==> config.mk <==
export PLATFORM = sky130hd
export DESIGN_NAME = r2fft_bfly
export DESIGN_NICKNAME = d
export VERILOG_FILES = /design/src/design/r2fft_pkg.sv /design/src/design/r2fft_bfly.sv
export SDC_FILE = /design/constraint.sdc
export NUM_CORES = 2
export LEC_CHECK = 0
export BUFFER_PORTS_ARGS = -buffer_cell sky130_fd_sc_hd__buf_2
export CELL_PAD_IN_SITES_DETAIL_PLACEMENT = 0
export CELL_PAD_IN_SITES_GLOBAL_PLACEMENT = 1
export CORE_MARGIN = 2
export CORE_UTILIZATION = 40
export DETAILED_ROUTE_END_ITERATION = 6
export PLACE_DENSITY = 0.74
export SYNTH_ARGS = -nofsm -noshare
export SYNTH_HDL_FRONTEND = slang
export SYNTH_SLANG_ARGS = --single-unit
==> constraint.sdc <==
create_clock -name clk_i -period 22.5 [get_ports clk_i]
set_clock_uncertainty 0.1 [all_clocks]
set_input_delay 2.25 -clock clk_i [delete_from_list [all_inputs] [get_ports clk_i]]
set_output_delay 2.25 -clock clk_i [all_outputs]
set_load 0.01 [all_outputs]
==> src/design/r2fft_pkg.sv <==
// ----------------------------------------------------------------------------
// r2fft_pkg
// shared types, constants and the twiddle generator for the radix-2 fft
// ----------------------------------------------------------------------------
package r2fft_pkg;

  localparam int unsigned WORD_W = 32;
  localparam int unsigned OUT_W  = 27;
  localparam int unsigned BIN_W  = 10;
  localparam int unsigned LG_W   = 4;

  localparam logic [63:0] PI_Q30 = 64'd3373259426;
  localparam logic [63:0] ONE_Q30 = 64'd1 << 30;

  // taylor denominators (2n-1)(2n) and (2n)(2n+1)
  localparam logic [63:0] CosDen [1:8] = '{64'd2, 64'd12, 64'd30, 64'd56,
                                           64'd90, 64'd132, 64'd182, 64'd240};
  localparam logic [63:0] SinDen [1:8] = '{64'd6, 64'd20, 64'd42, 64'd72,
                                           64'd110, 64'd156, 64'd210, 64'd272};

  // butterfly datapath steps
  typedef enum logic [2:0] {
    STEP_NONE = 3'd0,
    STEP_LOAD = 3'd1,
    STEP_M0   = 3'd2,
    STEP_M1   = 3'd3,
    STEP_M2   = 3'd4,
    STEP_M3   = 3'd5,
    STEP_FIN  = 3'd6
  } step_e;

  typedef struct packed {
    logic  busy;
    step_e step;
  } bfly_ctrl_t;

  function automatic logic [15:0] to_q15(input logic [63:0] v);
    logic [63:0] q;
    q = (v + 64'd16384) >> 15;
    return (q > 64'd32767) ? 16'd32767 : q[15:0];
  endfunction

  // rom word for entry k of a table of 2**lg points: {-sin, cos}
  function automatic logic [31:0] tw_word(input int k, input int lg);
    logic [63:0] m2, oct, rem, x, x2, ct, st, cs, ss;
    logic [15:0] c, s, re, sn;
    m2  = 64'd1 << lg;
    oct = (64'(k) << 3) >> lg;
    rem = (64'(k) << 3) & (m2 - 64'd1);
    if (oct[0]) rem = m2 - rem;
    x  = (PI_Q30 * rem) >> (lg + 2);
    x2 = (x * x) >> 30;
    ct = ONE_Q30;
    st = x;
    cs = ONE_Q30;
    ss = x;
    for (int n = 1; n <= 8; n++) begin
      ct = ((ct * x2) >> 30) / CosDen[n];
      st = ((st * x2) >> 30) / SinDen[n];
      if (n % 2 == 1) begin
        cs = cs - ct;
        ss = ss - st;
      end else begin
        cs = cs + ct;
        ss = ss + st;
      end
    end
    c = to_q15(cs);
    s = to_q15(ss);
    case (oct[1:0])
      2'd0: begin re = c;       sn = s; end
      2'd1: begin re = s;       sn = c; end
      2'd2: begin re = 16'(-s); sn = c; end
      default: begin re = 16'(-c); sn = s; end
    endcase
    return {16'(-sn), re};
  endfunction

endpackage

==> src/design/r2fft_bfly.sv <==
// ----------------------------------------------------------------------------
// r2fft_bfly
// butterfly datapath on one shared 32x16 multiplier, four products per beat
// ----------------------------------------------------------------------------
module r2fft_bfly (
  input  logic                  clk_i,
  input  r2fft_pkg::bfly_ctrl_t ctrl_i,
  input  logic [63:0]           a_i,
  input  logic [63:0]           b_i,
  input  logic [31:0]           w_i,
  output logic [63:0]           p_o,
  output logic [63:0]           q_o
);
  import r2fft_pkg::*;

  logic signed [31:0] ar_q, ai_q, br_q, bi_q;
  logic signed [15:0] wr_q, wi_q;
  logic signed [31:0] mx;
  logic signed [15:0] my;
  logic signed [47:0] prod_q, acc_q;
  logic signed [48:0] sum;
  logic signed [48:0] rnd;
  logic signed [31:0] tr_q, ti_q;

  always_comb begin
    mx = br_q;
    my = wr_q;
    case (ctrl_i.step)
      STEP_M0: begin mx = br_q; my = wr_q; end
      STEP_M1: begin mx = bi_q; my = wi_q; end
      STEP_M2: begin mx = br_q; my = wi_q; end
      STEP_M3: begin mx = bi_q; my = wr_q; end
      default: begin mx = br_q; my = wr_q; end
    endcase
  end

  // real part subtracts, imaginary part adds
  assign sum = (ctrl_i.step == STEP_M2) ? (49'(acc_q) - 49'(prod_q))
                                        : (49'(acc_q) + 49'(prod_q));
  assign rnd = (sum + 49'sd16384) >>> 15;

  always_ff @(posedge clk_i) begin
    if (ctrl_i.busy) begin
      case (ctrl_i.step)
        STEP_LOAD: begin
          ar_q <= a_i[31:0];
          ai_q <= a_i[63:32];
          br_q <= b_i[31:0];
          bi_q <= b_i[63:32];
          wr_q <= w_i[15:0];
          wi_q <= w_i[31:16];
        end
        STEP_M0: prod_q <= mx * my;
        STEP_M1: begin
          acc_q  <= prod_q;
          prod_q <= mx * my;
        end
        STEP_M2: begin
          tr_q   <= rnd[31:0];
          prod_q <= mx * my;
        end
        STEP_M3: begin
          acc_q  <= prod_q;
          prod_q <= mx * my;
        end
        STEP_FIN: ti_q <= rnd[31:0];
        default: ;
      endcase
    end
  end

  assign p_o = {ai_q + ti_q, ar_q + tr_q};
  assign q_o = {ai_q - ti_q, ar_q - tr_q};

endmodule

==> metrics <==
status finished clean; TritonCTS clock tree yes; measured slew at the worst slew-check pin roughly 1.1 ns; chip height 311 microns; CTS max path bufs 3; min Tclk post-route 11.15 ns; growth of design area from synthesis to finish 11.2%; sequential element share of the synthesized area 0.254; number of hold-repair buffers added at the cts stage 0; Synth Warn # 0; fraction of registers with async set/reset 0; Clock H-tree levels 2; number of flops mapped to enable cells by yosys 318; share of Yosys cell area claimed by the top area cell type 0.257; number of search-and-repair iterations in the first detailed-routing pass 7; Syn Nets 4,832; area share of fa/ha/maj cells after synthesis 0.351; sum of negative setup slack 0 ns; min-delay worst type reg -> reg; total global routing overflow 0; Core Box Area 0.0933 sq mm; most common cell after layout, fill and taps aside sky130_fd_sc_hd__inv_1; number of gates given a new drive strength after cts 0; cell type with the largest total area after synthesis sky130_fd_sc_hd__fa_1; CP Class in -> reg; maximum number of pins on one net before global-route repair 80; first-pass GRT wire length 157 mm; buffer and inverter count on the worst path 4; worst skew pair latency 0.59 ns; final layout net count 5,079; buffer type at the clock tree root sky130_fd_sc_hd__clkbuf_16; number of buffers inserted by post-CTS setup repair 0; setup repair after global routing missed its margin false; average vias per placed instance roughly 5.1; synthesized area per cell 9.66 sq um; largest family of logic cells by synthesized area adder cells; setup violators final 0; CTS buffer count 39; Total Routed Length 99.0 mm; Placed Instance Area 0.0405 sq mm; clock-pin slew reported for the worst setup and hold paths after clock tree synthesis 0.05 ns; register bit count reported by yosys between 300 and 400; count of standard-cell rows 112; top area cells in the synthesized netlist sky130_fd_sc_hd__fa_1 26%, sky130_fd_sc_hd__edfxtp_1 25%, sky130_fd_sc_hd__ha_1 9.4%; combined area of all synthesized cells 0.0377 sq mm; number of buffers inserted by port buffering 292; highest achievable clock rate 89.6 MHz; post-route ant nets 0; prevailing post-synth register cell sky130_fd_sc_hd__edfxtp_1; xor/xnor share of the synthesized area 0.0609; worst slew margin relative to its limit 0.216; post-route design area 0.0419 sq mm; routed length per placed instance 18.2 microns; I/O pin count 293; final hold violations 0; cell at the slowest stage of the critical path sky130_fd_sc_hd__mux2i_4; max_cap viols 0; critical path's largest stage delay 0.93 ns; critical path's top delay family adder cells; HPWL after detailed placement 82.5 mm; multiplexer share of the synthesized area 0.0265; final core occ 0.449; number of distinct standard cells referenced by the synthesized netlist 89; share of cells above drive strength 1 0.114; WP data required 22.70 ns; pins over their slew limit 0; overall via count from detail_route 27,600; DIE AREA 0.0966 sq mm; post-route fraction of the period consumed by the critical path 0.496; Worst setup SP type primary input; die width between 300 and 400 microns; most used cells in the layout excluding fill and tap cells 694 x sky130_fd_sc_hd__inv_1, 484 x sky130_fd_sc_hd__fa_1, 403 x sky130_fd_sc_hd__nand2_1; worst endpoint data arrival time 11.36 ns; routability cong. 0.895; Initial Utilization 0.403; cell mode on critical path sky130_fd_sc_hd__fa_1; largest fanout on the critical path 29; combined global-route utilization of all metal layers 0.205; Iteration-0 DRC Markers 1,826; post-synthesis cell count 3,900; antenna violations before repair 6; complex-gate fraction of the synthesized area 0.0948; vias in the first global route 28,300; synthesized-area fraction occupied by and/or/nand/nor cells 0.132; Sink Count 318; post-detailed-route DRC marker count 0; kind of end point of the critical path flip-flop
cell type report:
type,instances,area [sq um]
multi-input combinational,2771,25100
fill,9168,51500
antenna,2,5.00
timing repair buffer,323,1690
clock buffer,45,998
tap,1254,1570
inverter,694,2610
clock inverter,25,323
sequential,318,9550
kinds of logic after synthesis:
group,Yosys count
fa+ha+maj,767
simple gates,1103
flops,318
mux,94
buf+inv,811
compound gates,545
xor+xnor,262
per-layer routing:
metal  global-route usage  share of wire
met5                    0        0.00015
met4               0.0503          0.026
met3               0.0413          0.074
met2                0.335           0.45
met1                0.280           0.45
registers in the layout (all words and copies together), names as in the netlist:
name    count
ti_q       32
ai_q       32
wr_q       16
bi_q       32
br_q       32
tr_q       32
ar_q       32
prod_q     47
acc_q      47
wi_q       16
through the flow:
stage               hold slack [ns]  setup WS [ns]  cells
floorplan                     0.349           8.25   3900
global placement              0.371          10.87   5360
detailed placement            0.375          10.79   5360
CTS                           0.388          11.41   5430
global route                  0.397          10.81   5431
finish                        0.388          11.35   5432
cell usage after synthesis (all sizes together), types with 27 or more instances:
library cell / count
and3: 27
o21bai: 32
nor2: 389
mux2i: 49
inv: 694
nor3: 65
fa: 484
clkbuf: 95
nand3: 42
nor2b: 34
mux2: 45
o21ai: 83
a21oi: 193
ha: 283
nand2: 404
xnor2: 186
a21o: 51
xor2: 76
edfxtp: 318
final timing paths:
kind	start	endpoint	slack (ns)	cells past startpoint
min reg2reg	prod_q[46]	acc_q[46]	0.39	0
max reg2reg	br_q[10]	prod_q[45]	14.45	24
min	prod_q[46]	acc_q[46]	0.39	0
max	ctrl_i[0]	prod_q[45]	11.35	27
Power is not shown: default switching activity piles up to over one toggle a cycle in this logic, so the estimate is an artifact.
